--- config.mk ---
export PLATFORM = sky130hd
export DESIGN_NAME = hex_float_packet_parser
export DESIGN_NICKNAME = d
export VERILOG_FILES = /design/src/hfpp_pkg.sv /design/src/hfpp_collect.sv /design/src/hex_float_packet_parser.sv
export VERILOG_INCLUDE_DIRS = /design/src /design/src/src
export SDC_FILE = /design/constraint.sdc
export NUM_CORES = 1
export LEC_CHECK = 0
export CORE_UTILIZATION = 40
export CTS_CLUSTER_DIAMETER = 120
export DETAILED_ROUTE_END_ITERATION = 10
export DONT_BUFFER_PORTS = 1
export PLACE_DENSITY = 0.64
export SLEW_MARGIN = 15
export SYNTH_ARGS = -nofsm -noshare
export SYNTH_HDL_FRONTEND = slang
export SYNTH_SLANG_ARGS = --single-unit
--- constraint.sdc ---
create_clock -name clk -period 2.96 [get_ports clk]
set_input_delay 0.592 -clock clk [delete_from_list [all_inputs] [get_ports clk]]
set_output_delay 0.592 -clock clk [all_outputs]
set_load 0.02 [all_outputs]
--- src/assert_macros.svh ---
// Assertion macros shared by the deframer RTL.
// Included by each module that carries concurrent checks; no other dependencies.
`ifndef ASSERT_MACROS_SVH
`define ASSERT_MACROS_SVH

// Same-cycle implication, disabled while reset is asserted.
`define ASSERT_IMPL(label, clk, rst_n, ante, cons) \
	label: assert property (@(posedge clk) disable iff (!rst_n) (ante) |-> (cons)) \
		else $error("deframer assertion failed");

// Next-cycle implication, disabled while reset is asserted.
`define ASSERT_NEXT(label, clk, rst_n, ante, cons) \
	label: assert property (@(posedge clk) disable iff (!rst_n) (ante) |=> (cons)) \
		else $error("deframer assertion failed");

`endif

--- src/hfpp_pkg.sv ---
// Types, codes and the hex digit decoder for the hex word deframer.
// No dependencies; imported by hfpp_collect and hex_float_packet_parser.
`timescale 1ns / 1ps

package hfpp_pkg;

	localparam logic [7:0] START_CHAR = 8'h24;

	typedef enum logic [1:0] {
		PH_SEEK    = 2'd0,
		PH_COLLECT = 2'd1,
		PH_FULL    = 2'd2
	} phase_t;

	typedef enum logic [1:0] {
		ST_OK       = 2'd0,
		ST_NO_START = 2'd1,
		ST_SHORT    = 2'd2
	} status_t;

	typedef struct packed {
		logic    hex;
		logic [3:0] val;
	} nib_t;

	// Handed from the collector to the drain side on the end-of-packet beat
	typedef struct packed {
		logic    done;
		logic    bank;
		status_t status;
	} burst_t;

	function automatic nib_t hex_nibble(input logic [7:0] c);
		nib_t r;
		r.hex = 1'b1;
		r.val = c[3:0];
		if (c >= 8'h30 && c <= 8'h39) begin
			r.val = c[3:0];
		end else if ((c >= 8'h61 && c <= 8'h66) || (c >= 8'h41 && c <= 8'h46)) begin
			r.val = c[3:0] + 4'd9;
		end else begin
			r.hex = 1'b0;
		end
		return r;
	endfunction

endpackage

--- src/hfpp_collect.sv ---
// Byte parser: start character search, digit accumulation and the two-bank word store.
// Depends on hfpp_pkg and assert_macros.svh.
`timescale 1ns / 1ps
`include "assert_macros.svh"

module hfpp_collect import hfpp_pkg::*; #(
	parameter int NUM_WORDS       = 6,
	parameter int DIGITS_PER_WORD = 8,
	localparam int IDX_W  = (NUM_WORDS > 1) ? $clog2(NUM_WORDS) : 1,
	localparam int SLOT_W = $clog2(NUM_WORDS + 1),
	localparam int DIG_W  = (DIGITS_PER_WORD > 1) ? $clog2(DIGITS_PER_WORD) : 1
) (
	input  logic             clk,
	input  logic             arst_n,
	input  logic             take,
	input  logic [7:0]       data_byte,
	input  logic             end_of_packet,
	input  logic             rd_bank,
	input  logic [IDX_W-1:0] rd_idx,
	output logic [31:0]      rd_word,
	output logic             rd_ok,
	output burst_t           burst
);

	phase_t             phase_q, ph_d;
	status_t            status_d;
	logic [DIG_W-1:0]   digit_q;
	logic [SLOT_W-1:0]  slot_q;
	logic [31:0]        acc_q;
	logic               bad_q;
	logic               wr_bank_q;
	logic [NUM_WORDS-1:0] valid_q [2];
	logic [31:0]        store_q [2][NUM_WORDS];

	nib_t               nib;
	logic [31:0]        acc_new;
	logic               bad_new;
	logic               grp_done;
	logic               last_grp;
	logic               is_start;
	logic               in_collect;
	logic [IDX_W-1:0]   wr_idx;

	assign nib        = hex_nibble(data_byte);
	assign acc_new    = nib.hex ? {acc_q[27:0], nib.val} : acc_q;
	assign bad_new    = bad_q | ~nib.hex;
	assign grp_done   = (digit_q == DIG_W'(DIGITS_PER_WORD - 1));
	assign last_grp   = (slot_q == SLOT_W'(NUM_WORDS - 1));
	assign is_start   = (data_byte == START_CHAR);
	assign in_collect = (phase_q == PH_COLLECT);
	assign wr_idx     = slot_q[IDX_W-1:0];

	// next phase for this beat, before any end-of-packet return to seek
	always_comb begin
		ph_d = phase_q;
		unique case (phase_q)
			PH_SEEK:    if (is_start) ph_d = PH_COLLECT;
			PH_COLLECT: if (grp_done && last_grp) ph_d = PH_FULL;
			PH_FULL:    ph_d = PH_FULL;
			default:    ph_d = PH_SEEK;
		endcase
	end

	always_comb begin
		unique case (ph_d)
			PH_SEEK:    status_d = ST_NO_START;
			PH_COLLECT: status_d = ST_SHORT;
			PH_FULL:    status_d = ST_OK;
			default:    status_d = ST_NO_START;
		endcase
	end

	assign burst.done   = take & end_of_packet;
	assign burst.bank   = wr_bank_q;
	assign burst.status = status_d;

	always_ff @(posedge clk or negedge arst_n) begin
		if (!arst_n) begin
			phase_q   <= PH_SEEK;
			digit_q   <= '0;
			slot_q    <= '0;
			acc_q     <= '0;
			bad_q     <= 1'b0;
			wr_bank_q <= 1'b0;
			valid_q[0] <= '0;
			valid_q[1] <= '0;
		end else if (take) begin
			if (phase_q == PH_SEEK && is_start) begin
				valid_q[wr_bank_q] <= '0;
			end
			if (in_collect && grp_done) begin
				valid_q[wr_bank_q][wr_idx] <= ~bad_new;
			end
			if (end_of_packet) begin
				// drain side owns this bank now; parse the next packet into the other
				phase_q   <= PH_SEEK;
				digit_q   <= '0;
				slot_q    <= '0;
				acc_q     <= '0;
				bad_q     <= 1'b0;
				wr_bank_q <= ~wr_bank_q;
			end else begin
				phase_q <= ph_d;
				if (phase_q == PH_SEEK) begin
					digit_q <= '0;
					slot_q  <= '0;
					acc_q   <= '0;
					bad_q   <= 1'b0;
				end else if (in_collect) begin
					if (grp_done) begin
						digit_q <= '0;
						slot_q  <= slot_q + SLOT_W'(1);
						acc_q   <= '0;
						bad_q   <= 1'b0;
					end else begin
						digit_q <= digit_q + DIG_W'(1);
						acc_q   <= acc_new;
						bad_q   <= bad_new;
					end
				end
			end
		end
	end

	always_ff @(posedge clk) begin
		if (take && in_collect && grp_done) begin
			store_q[wr_bank_q][wr_idx] <= acc_new;
		end
	end

	assign rd_word = store_q[rd_bank][rd_idx];
	assign rd_ok   = valid_q[rd_bank][rd_idx];

	`ASSERT_IMPL(a_full_counts, clk, arst_n, phase_q == PH_FULL,
		slot_q == SLOT_W'(NUM_WORDS) && digit_q == '0)
	`ASSERT_NEXT(a_eop_reseek, clk, arst_n, burst.done, phase_q == PH_SEEK && slot_q == '0)
	`ASSERT_NEXT(a_eop_flip, clk, arst_n, burst.done, wr_bank_q != $past(wr_bank_q))

endmodule

--- src/hex_float_packet_parser.sv ---
// Top level of the hex word deframer: input handshake, result drain and output register.
// Depends on hfpp_pkg, hfpp_collect and assert_macros.svh.
//
// Usage:
//   Input channel: one packet byte per beat (data_byte, end_of_packet) on in_valid/in_stall.
//   Bytes before the first '$' are skipped; the next NUM_WORDS*DIGITS_PER_WORD bytes form
//   NUM_WORDS groups of hex digits. The beat flagged end_of_packet closes the packet.
//   Output channel: NUM_WORDS result beats per packet on out_valid/out_stall, index order,
//   final_word set on the last. packet_status repeats in every beat of the burst.
//   Throughput: one input byte per cycle while in_stall is low. The word store has two
//   banks, so the next packet is parsed while the previous burst drains; in_stall rises
//   only for an end-of-packet beat that arrives while a burst is still being drained.
//   Drain: the end-of-packet beat starts the drain, which then loads the first result from
//   the single store read port into the output register; after that, one result per cycle
//   while out_stall is low.
//   Reset: arst_n clears the parser to the start-character search and drops out_valid.
//   A stalled result holds in the output register; the drain waits behind it.
`timescale 1ns / 1ps
`include "assert_macros.svh"

module hex_float_packet_parser import hfpp_pkg::*; #(
	parameter int NUM_WORDS       = 6,
	parameter int DIGITS_PER_WORD = 8,
	localparam int IDX_W = (NUM_WORDS > 1) ? $clog2(NUM_WORDS) : 1
) (
	input  logic             clk,
	input  logic             arst_n,
	input  logic             in_valid,
	output logic             in_stall,
	input  logic [7:0]       data_byte,
	input  logic             end_of_packet,
	output logic             out_valid,
	input  logic             out_stall,
	output logic [31:0]      word_value,
	output logic [IDX_W-1:0] word_index,
	output logic             word_ok,
	output logic [1:0]       packet_status,
	output logic             final_word
);

	logic             take;
	burst_t           burst;
	logic [31:0]      rd_word;
	logic             rd_ok;

	logic             busy_q;
	logic             rd_bank_q;
	logic [IDX_W-1:0] rd_idx_q;
	status_t          rd_status_q;
	logic             load;
	logic             rd_last;
	logic             ok_d;

	logic             out_valid_q;
	logic [31:0]      word_value_q;
	logic [IDX_W-1:0] word_index_q;
	logic             word_ok_q;
	status_t          status_q;
	logic             final_q;

	assign in_stall = busy_q & end_of_packet;
	assign take     = in_valid & ~in_stall;

	hfpp_collect #(
		.NUM_WORDS       (NUM_WORDS),
		.DIGITS_PER_WORD (DIGITS_PER_WORD)
	) u_collect (
		.clk           (clk),
		.arst_n        (arst_n),
		.take          (take),
		.data_byte     (data_byte),
		.end_of_packet (end_of_packet),
		.rd_bank       (rd_bank_q),
		.rd_idx        (rd_idx_q),
		.rd_word       (rd_word),
		.rd_ok         (rd_ok),
		.burst         (burst)
	);

	assign load    = busy_q & (~out_valid_q | ~out_stall);
	assign rd_last = (rd_idx_q == IDX_W'(NUM_WORDS - 1));
	assign ok_d    = (rd_status_q == ST_OK) & rd_ok;

	always_ff @(posedge clk or negedge arst_n) begin
		if (!arst_n) begin
			busy_q      <= 1'b0;
			rd_bank_q   <= 1'b0;
			rd_idx_q    <= '0;
			rd_status_q <= ST_OK;
			out_valid_q <= 1'b0;
		end else begin
			if (burst.done) begin
				busy_q      <= 1'b1;
				rd_bank_q   <= burst.bank;
				rd_idx_q    <= '0;
				rd_status_q <= burst.status;
			end else if (load) begin
				busy_q   <= ~rd_last;
				rd_idx_q <= rd_idx_q + IDX_W'(1);
			end
			if (load) begin
				out_valid_q <= 1'b1;
			end else if (!out_stall) begin
				out_valid_q <= 1'b0;
			end
		end
	end

	// result register payload
	always_ff @(posedge clk) begin
		if (load) begin
			word_value_q <= ok_d ? rd_word : 32'h0;
			word_index_q <= rd_idx_q;
			word_ok_q    <= ok_d;
			status_q     <= rd_status_q;
			final_q      <= rd_last;
		end
	end

	assign out_valid     = out_valid_q;
	assign word_value    = word_value_q;
	assign word_index    = word_index_q;
	assign word_ok       = word_ok_q;
	assign packet_status = status_q;
	assign final_word    = final_q;

	`ASSERT_NEXT(a_burst_start, clk, arst_n, burst.done, busy_q && rd_idx_q == '0)
	`ASSERT_IMPL(a_ok_needs_status, clk, arst_n, out_valid_q && word_ok_q, status_q == ST_OK)
	`ASSERT_NEXT(a_last_flagged, clk, arst_n, load && rd_last,
		out_valid_q && final_q && !busy_q)

endmodule
==> results of run 1 <==
cell families after synthesis:
group	count (synthesis)	synth area share [%]
compound gates	130	5.03
buf+inv	64	1.35
fa+ha+maj	10	0.654
simple gates	126	3.09
xor+xnor	6	0.275
flops	485	74.5
mux	162	15.1
flip-flops by register name, indices dropped and copies added, names as in the netlist, 2 cells and up:
name	cells
u_collect.slot_q	3
u_collect.phase_q	2
rd_status_q	2
u_collect.digit_q	3
packet_status	2
u_collect.valid_q	12
rd_idx_q	3
u_collect.acc_q	32
word_index	3
word_value	32
u_collect.store_q	384
synthesized netlist by cell type (10+ instances only):
| library cell | n |
|---|---|
| a2bb2oi_1 | 32 |
| edfxtp_1 | 423 |
| clkbuf_1 | 34 |
| dfrtp_1 | 62 |
| nand2_1 | 28 |
| inv_1 | 11 |
| nor2_1 | 59 |
| mux4_2 | 98 |
| a21oi_1 | 17 |
| mux2_2 | 29 |
| ha_1 | 10 |
| o21ai_1 | 12 |
| mux2i_1 | 35 |
| buf_2 | 14 |
| o21ai_0 | 16 |
| a22o_1 | 35 |
per-layer routing:
metal  GRT usage [%]  part of all wire [%]  wire [um]  vias to the layer above
met5               0                     0          0                        -
met4            4.06                   1.4        590                        0
met3            3.01                   5.9       2430                       40
met2            28.8                    49      20300                      303
met1            24.8                    44      18100                     5014
li1                -                     -          -                     4071
layout make-up:
type / count / area, um^2 / area share (%)
Sequential cell: 485 / 14300 / 65.4
Multi-Input combinational cell: 434 / 4730 / 21.7
Clock buffer: 65 / 1270 / 5.84
Tap cell: 607 / 759 / 3.48
Timing Repair Buffer: 38 / 558 / 2.56
Clock inverter: 22 / 175 / 0.803
Inverter: 11 / 41.3 / 0.189
worst min-delay path by stage:
stage / slack [ps] / from / end
3_3_place_gp: 300 / arst_n / u_collect.phase_q[1]
5_1_grt: 130 / end_of_packet / u_collect.slot_q[0]
3_5_place_dp: 300 / arst_n / u_collect.phase_q[1]
2_1_floorplan: 300 / arst_n / busy_q
6_report: 130 / end_of_packet / u_collect.slot_q[0]
4_1_cts: 110 / end_of_packet / u_collect.slot_q[0]
power by group:
part / internal, mW / switching [mW] / total [mW]
logic: 1.75 / 1.93 / 3.68
clock network: 3.20 / 2.45 / 5.65
registers: 7.77 / 0.558 / 8.32
metrics by stage:
stage	worst slack [ps]	instance area [um^2]	total power, mW	std cells	utilization [%]
5_1_grt	247	21800	18.4	1662	46.5
3_5_place_dp	101	20300	12.2	1573	43.4
4_1_cts	323	21800	17.9	1662	46.5
2_1_floorplan	-99.3	19100	11.1	983	-
3_3_place_gp	226	20300	12.2	1573	43.4
6_report	317	21800	17.7	1662	46.5
timing repair:
action                                 CTS  global route
hold buffers                             2             0
resized for setup                        0             0
endpoints found under the hold margin   62             0
critical path, cell delays in order, from the launching register on:
cell and delay, ps:
dfrtp_4 520, mux4_2 530, o211ai_1 390, buf_4 250, a211o_1 190, buf_4 310, nor2_1 170
==> metrics.md, run 1 <==
| Metric | Value |
|---|---|
| Final ANT Viol Nets | `0` |
| VDD IR max | `0.658 mV` |
| Min Hold Slack | `135 ps` |
| Global-route wire length before repair | `62.7 mm` |
| Yosys warns | `0` |
| FFs w/ async S/R, synth | `12.8%` |
| Antenna fix cells | `0` |
| Post-CTS setup buffers | `0` |
| Fillers | `3884` |
| HPWL Detailed | `21.4 mm` |
| CTS H-Tree Depth | `2` |
| Cts bufs inserted | `47` |
| Main flop type after synthesis | `edfxtp_1` |
| Net count, final | `1040` |
| Die H | `221 um` |
| Longest Clk Path Bufs | `3` |
| CTS root buf | `clkbuf_16` |
| Worst Tran Pin Value | `1110 ps` |
| Most frequent cells in the layout | `edfxtp_1 (423), mux4_2 (98), dfrtp_1 (59)` |
| Crit path capture | `word_value[5]` |
| Commonest non-fill, non-tap cell in the layout | `edfxtp_1` |
| Number of synthesized register bits | `485` |
| Initial DRC Count | `850` |
| Arr. time, crit path | `2920 ps` |
| CP Class | `flop to flop` |
| First-pass iteration count of the detailed router | `8` |
| Routability congestion estimate | `0.755` |
| Clock sink count | `485` |
| Routed wire length | `41.5 mm` |
| FF-to-FF Start | `rd_bank_q` |
| DR WL/cell | `25.0 um` |
| Layout Skew | `14.4 ps` |
| Pwr dens | `809 nW/um^2` |
| Leak | `7.28 nW` |
| DRC viols | `1` |
| Rows | `79` |
| Setup crit start | `rd_bank_q` |
| Distinct cells, synth | `44` |
| Vias per cell | `5.67` |
| Layout area overhead | `14.0%` |
| PortBufs | `0` |
| Max-Cap Viols | `0` |
| Cell count after synthesis | `983` |
| Mapped Nets | `1006` |
| Final min period | `2640 ps` |
| Max-slew violations | `0` |
| Min-delay worst type | `input port to flop` |
| CP Capture Type | `flop` |
| Overall routing resource usage | `17.6%` |
| Hold Violations, Final | `0` |
| Antenna violations before repair | `0` |
| Yosys top cell area share | `66.4%` |
| Clock tree from TritonCTS | `done` |
| Area leader, netlist | `edfxtp_1` |
| Reg clk slew, reported paths | `60 ps` |
| Starting Density | `40.8%` |
| CP Launch Type | `flop` |
| Status | `finished, violations left` |
| Headroom to the max-slew limit | `26.3%` |
| R2R cell count | `6` |
| RSZ-0062 raised after global routing | `false` |
| Critical Path RT | `3240 ps` |
| Hold Path Depth | `1` |
| Final setup vio count | `0` |
| Reg-to-Reg End | `word_value[5]` |
| Boundary Pins | `54` |
| Failing checks | `DRC` |
| Crit-path max FO | `18` |
| Final Cycle Share | `89.3%` |
| Post-Syn Area | `19100 um^2` |
| Via count | `9428` |
| Total Neg Setup Slack | `0 ps` |
| Top cells by area, synth | `edfxtp_1 (66%), mux4_2 (12%), dfrtp_1 (8.1%)` |
| Clk Latency, worst-skew pair | `550 ps` |
| Vias in the first global route | `9763` |
| DIE WIDTH | `221 um` |
| FF-to-FF setup slack | `320 ps` |
| GRT overflow | `0` |
| Core ar. | `46900 um^2` |
| Die footprint | `48700 um^2` |
| Peak Freq | `378 MHz` |
| Largest net degree at the start of global routing | `64` |
| Share of cells above drive strength 1 | `24.3%` |
| Syn Area/Cell | `19.5 um^2` |
| Seq/Total Area, Yosys | `74.5%` |
| EDFF count, synth | `423` |
Power figures use the tool's default switching activity.
==> run 2, diff against run 1 <==
--- a/config.mk
+++ b/config.mk
@@ -6,11 +6,11 @@
 export SDC_FILE = /design/constraint.sdc
 export NUM_CORES = 1
 export LEC_CHECK = 0
+export BUFFER_PORTS_ARGS = -buffer_cell sky130_fd_sc_hd__buf_2
 export CORE_UTILIZATION = 40
 export CTS_CLUSTER_DIAMETER = 120
 export DETAILED_ROUTE_END_ITERATION = 10
-export DONT_BUFFER_PORTS = 1
-export PLACE_DENSITY = 0.64
+export PLACE_DENSITY = 0.65
 export SLEW_MARGIN = 15
 export SYNTH_ARGS = -nofsm -noshare
 export SYNTH_HDL_FRONTEND = slang
==> metrics.md, run 2 (synthesized netlist as in run 1, its figures left out) <==
| Metric | Value |
|---|---|
| Post-route cell area | `22200 um^2` |
| Max-Cap Viols | `0` |
| Vias in the first global route | `9746` |
| Post-CTS setup buffers | `0` |
| Clock tree from TritonCTS | `done` |
| Multi-input gate area | `4730 um^2` |
| DIE WIDTH | `221 um` |
| PnR worst setup slack | `438 ps` |
| Hold Path End | `out_valid` |
| Routed wire length | `40.6 mm` |
| DP Area | `20700 um^2` |
| CTS resizes | `0` |
| RSZ-0062 raised after global routing | `false` |
| Reg area | `14300 um^2` |
| CTS root buf | `clkbuf_16` |
| Share of cells above drive strength 1 | `28.5%` |
| Pwr dens | `808 nW/um^2` |
| Starting Density | `40.8%` |
| CP Launch Type | `flop` |
| Headroom to the max-slew limit | `22.2%` |
| FF-to-FF Start | `rd_bank_q` |
| Final ANT Viol Nets | `0` |
| CTS H-Tree Depth | `2` |
| Die H | `221 um` |
| Global-route wire length before repair | `61.2 mm` |
| Reg-to-Reg End | `word_value[28]` |
| CP Class | `flop to flop` |
| Max reg flops | `384` |
| DRC viols | `1` |
| Hold Path Depth | `3` |
| First-pass iteration count of the detailed router | `7` |
| Initial DRC Count | `854` |
| Post-CTS Hold Fix Bufs | `1` |
| Worst Tran Pin Value | `1170 ps` |
| Die footprint | `48700 um^2` |
| Largest reg by FF count | `u_collect.store_q` |
| GRT overflow | `0` |
| DR WL/cell | `23.5 um` |
| Antenna violations before repair | `0` |
| Max-slew violations | `0` |
| Net count, final | `1106` |
| HPWL Detailed | `22.4 mm` |
| Most frequent cells in the layout | `edfxtp_1 (423), mux4_2 (98), dfrtp_1 (59)` |
| Longest Clk Path Bufs | `3` |
| Antenna fix cells | `0` |
| Min-delay worst type | `input port to flop` |
| Arr. time, crit path | `2820 ps` |
| Cts bufs inserted | `48` |
| Status | `finished, violations left` |
| Layout area overhead | `16.2%` |
| Critical Path RT | `3260 ps` |
| Via count | `9513` |
| Overall routing resource usage | `17.2%` |
| Leak | `7.60 nW` |
| Vias per cell | `5.51` |
| Fillers | `3873` |
| Crit-path max FO | `42` |
| FF-to-FF setup slack | `440 ps` |
| Reg clk slew, reported paths | `60 ps` |
| Failing checks | `DRC` |
| Dpl ws | `127 ps` |
| Hold Violations, Final | `0` |
| PortBufs | `53` |
| Final Total Pwr | `18.0 mW` |
| R2R cell count | `6` |
| Largest net degree at the start of global routing | `45` |
| Clock sink count | `485` |
| Boundary Pins | `54` |
| Routability congestion estimate | `0.846` |
| VDD IR max | `0.701 mV` |
| Final Cycle Share | `85.2%` |
| Rows | `79` |
| CP Capture Type | `flop` |
| Core ar. | `46900 um^2` |
| Commonest non-fill, non-tap cell in the layout | `edfxtp_1` |
| Peak Freq | `397 MHz` |
| Clk Latency, worst-skew pair | `560 ps` |
| Final setup vio count | `0` |
| Min-delay src | `out_stall` |
| Layout Skew | `19.6 ps` |
| Final min period | `2520 ps` |
[run 2: cell count changes in the layout (fill, tap and decap cells not counted), moves of 2 or more]
cell / change
clkinv_4: +2
clkinvlp_4: -2
clkbuf_1: +2
inv_6: -3
clkinv_2: -2
buf_2: +53
buf_12: +3
buf_4: +10
[run 2: report_power, final]
group          switching, mW  internal (mW)
combinational           2.32           1.90
clock                   2.49           3.34
sequential             0.180           7.75
[run 2: worst max path at each step]
stage,from,end,slack [ps]
2_1_floorplan,u_collect.digit_q[0],u_collect.store_q[1][32],-100
3_3_place_gp,data_byte[7],u_collect.store_q[1][1],230
3_5_place_dp,data_byte[7],u_collect.store_q[0][1],130
4_1_cts,rd_bank_q,word_value[31],350
5_1_grt,rd_bank_q,word_value[28],250
6_report,rd_bank_q,word_value[28],440
[run 2: worst max-delay path, stage by stage (launching register included)]
cell and delay, ps:
dfrtp_4 430, buf_12 320, buf_4 450, mux4_2 560, mux2i_1 210, a2bb2oi_1 200
nor2_1 60
[run 2: final cells by class]
type | instances | area share (%)
Clock buffer | 68 | 5.88
Multi-Input combinational cell | 434 | 21.3
Timing Repair Buffer | 103 | 4.19
Tap cell | 607 | 3.42
Sequential cell | 485 | 64.2
Inverter | 11 | 0.186
Clock inverter | 20 | 0.861
[run 2: metal layers]
layer	wire length, um	share of wire (%)	global-route usage (%)
met5	0	0	0
met4	1090	2.7	5.32
met3	2010	5.0	2.34
met2	20600	51	29.4
met1	17000	42	22.8
[run 2: metrics by stage]
stage | hold WS (ps) | utilization, % | setup TNS [ps] | cells
after floorplan | 296 | - | -36680 | 983
after global routing | 312 | 47.4 | 0 | 1728
after CTS | 261 | 47.4 | 0 | 1728
final | 274 | 47.4 | 0 | 1728
after detailed placement | 471 | 44.2 | 0 | 1639
after global placement | 460 | 44.2 | 0 | 1639
==> run 3, diff against run 2 <==
--- a/config.mk
+++ b/config.mk
@@ -7,6 +7,7 @@
 export NUM_CORES = 1
 export LEC_CHECK = 0
 export BUFFER_PORTS_ARGS = -buffer_cell sky130_fd_sc_hd__buf_2
+export CORE_ASPECT_RATIO = 0.9
 export CORE_UTILIZATION = 40
 export CTS_CLUSTER_DIAMETER = 120
 export DETAILED_ROUTE_END_ITERATION = 10
==> metrics.md, run 3 (synthesized netlist as in run 1, its figures left out) <==
| Metric | Value |
|---|---|
| GRT overflow | `0` |
| Multi-input gate area | `4730 um^2` |
| Rows | `75` |
| Max-slew violations | `0` |
| Post-route cell area | `22300 um^2` |
| Post-CTS Hold Fix Bufs | `0` |
| Global-route wire length before repair | `63.7 mm` |
| Vias in the first global route | `10100` |
| Min-delay worst type | `input port to asynchronous set/reset pin` |
| Layout area overhead | `16.7%` |
| DIE WIDTH | `232 um` |
| Total Neg Setup Slack | `0 ps` |
| Headroom to the max-slew limit | `22.9%` |
| Clock tree from TritonCTS | `done` |
| DP Area | `20700 um^2` |
| Antenna fix cells | `0` |
| Clk Latency, worst-skew pair | `570 ps` |
| Antenna violations before repair | `0` |
| Crit-path max FO | `32` |
| Fillers | `3853` |
| Final setup vio count | `0` |
| Worst Tran Pin Value | `1160 ps` |
| CP peak stage delay | `530 ps` |
| CTS resizes | `0` |
| Clock sink count | `485` |
| Arr. time, crit path | `2840 ps` |
| Slowest CP cell | `mux4_2` |
| First-pass iteration count of the detailed router | `5` |
| Net count, final | `1106` |
| Core ar. | `46900 um^2` |
| Routability congestion estimate | `0.815` |
| Final ANT Viol Nets | `0` |
| Overall routing resource usage | `17.6%` |
| CP Launch Type | `flop` |
| Post-CTS setup buffers | `0` |
| Most frequent cells in the layout | `edfxtp_1 (423), mux4_2 (98), dfrtp_1 (59)` |
| Reg clk slew, reported paths | `60 ps` |
| Initial DRC Count | `824` |
| VDD IR max | `0.550 mV` |
| Largest reg by FF count | `u_collect.store_q` |
| Post-layout util | `47.6%` |
| DR WL/cell | `24.1 um` |
| HPWL Detailed | `22.9 mm` |
| Longest Clk Path Bufs | `3` |
| Final Total Pwr | `18.3 mW` |
| RSZ-0062 raised after global routing | `false` |
| Dpl ws | `119 ps` |
| Die H | `209 um` |
| Status | `completed` |
| Pwr dens | `821 nW/um^2` |
| CP Capture Type | `flop` |
| Leak | `7.66 nW` |
| Critical-path cell list | `mux4_2, o211ai_1, buf_12, a2bb2oi_1, nor2_1` |
| Peak Freq | `395 MHz` |
| Share of cells above drive strength 1 | `29.0%` |
| PortBufs | `53` |
| Critical Path RT | `3270 ps` |
| CTS root buf | `clkbuf_16` |
| Routed wire length | `41.9 mm` |
| Layout Skew | `14.7 ps` |
| CTS H-Tree Depth | `2` |
| PnR worst setup slack | `428 ps` |
| Commonest non-fill, non-tap cell in the layout | `edfxtp_1` |
| Cts bufs inserted | `49` |
| Max reg flops | `384` |
| Final min period | `2530 ps` |
| Vias per cell | `5.54` |
| Via count | `9645` |
| Hold Violations, Final | `0` |
| Reg area | `14300 um^2` |
| DRC viols | `0` |
| Final Cycle Share | `85.6%` |
| Boundary Pins | `54` |
| CP Class | `flop to flop` |
| Largest net degree at the start of global routing | `66` |
| Die footprint | `48700 um^2` |
| Starting Density | `40.8%` |
| Max-Cap Viols | `0` |
run 3: critical path: cells and delay by family, from the launching register on:
family	cells	cell delay, ps
DFF	1	520
AOI/OAI and AO/OA	2	810
muxes	1	530
buffers and inverters	1	310
and+or+nand+nor	1	80
run 3: layer usage:
| metal | global-route usage, % | vias to the layer above | routed length, um |
|---|---|---|---|
| met5 | 0 | - | 0 |
| met4 | 4.35 | 0 | 714 |
| met3 | 2.77 | 59 | 1890 |
| met2 | 28.7 | 243 | 20600 |
| met1 | 24.9 | 5138 | 18800 |
| li1 | - | 4205 | - |
run 3: power by group:
part	internal [mW]	leakage (nW)	switching [mW]
Combinational	1.88	2.12	2.27
Clock	3.64	0.788	2.52
Sequential	7.75	4.74	0.272
Total	13.3	7.66	5.07
run 3: path summary, 6_finish.rpt:
path	slack [ps]	from	end	cells after the start
max	430	rd_bank_q	word_value[2]	5
min	60	arst_n	u_collect.phase_q[1]	2
max reg2reg	430	rd_bank_q	word_value[2]	5
min reg2reg	480	u_collect.digit_q[2]	u_collect.digit_q[2]	2
max in group asynchronous	2070	arst_n	u_collect.acc_q[11]	3
min in group clk	280	out_stall	out_valid	3
run 3: through the flow:
step,hold slack (ps),cells
after floorplan,296,983
after global placement,459,1648
after detailed placement,468,1648
after CTS,59.8,1740
after global routing,77.2,1740
final,61.0,1740
run 3: area by class of cell:
cell class                      instances  area share (%)
Sequential cell                       485            63.9
Multi-Input combinational cell        434            21.2
Clock buffer                           72            6.29
Timing Repair Buffer                  102            4.07
Tap cell                              616            3.45
Clock inverter                         20           0.913
Inverter                               11           0.185
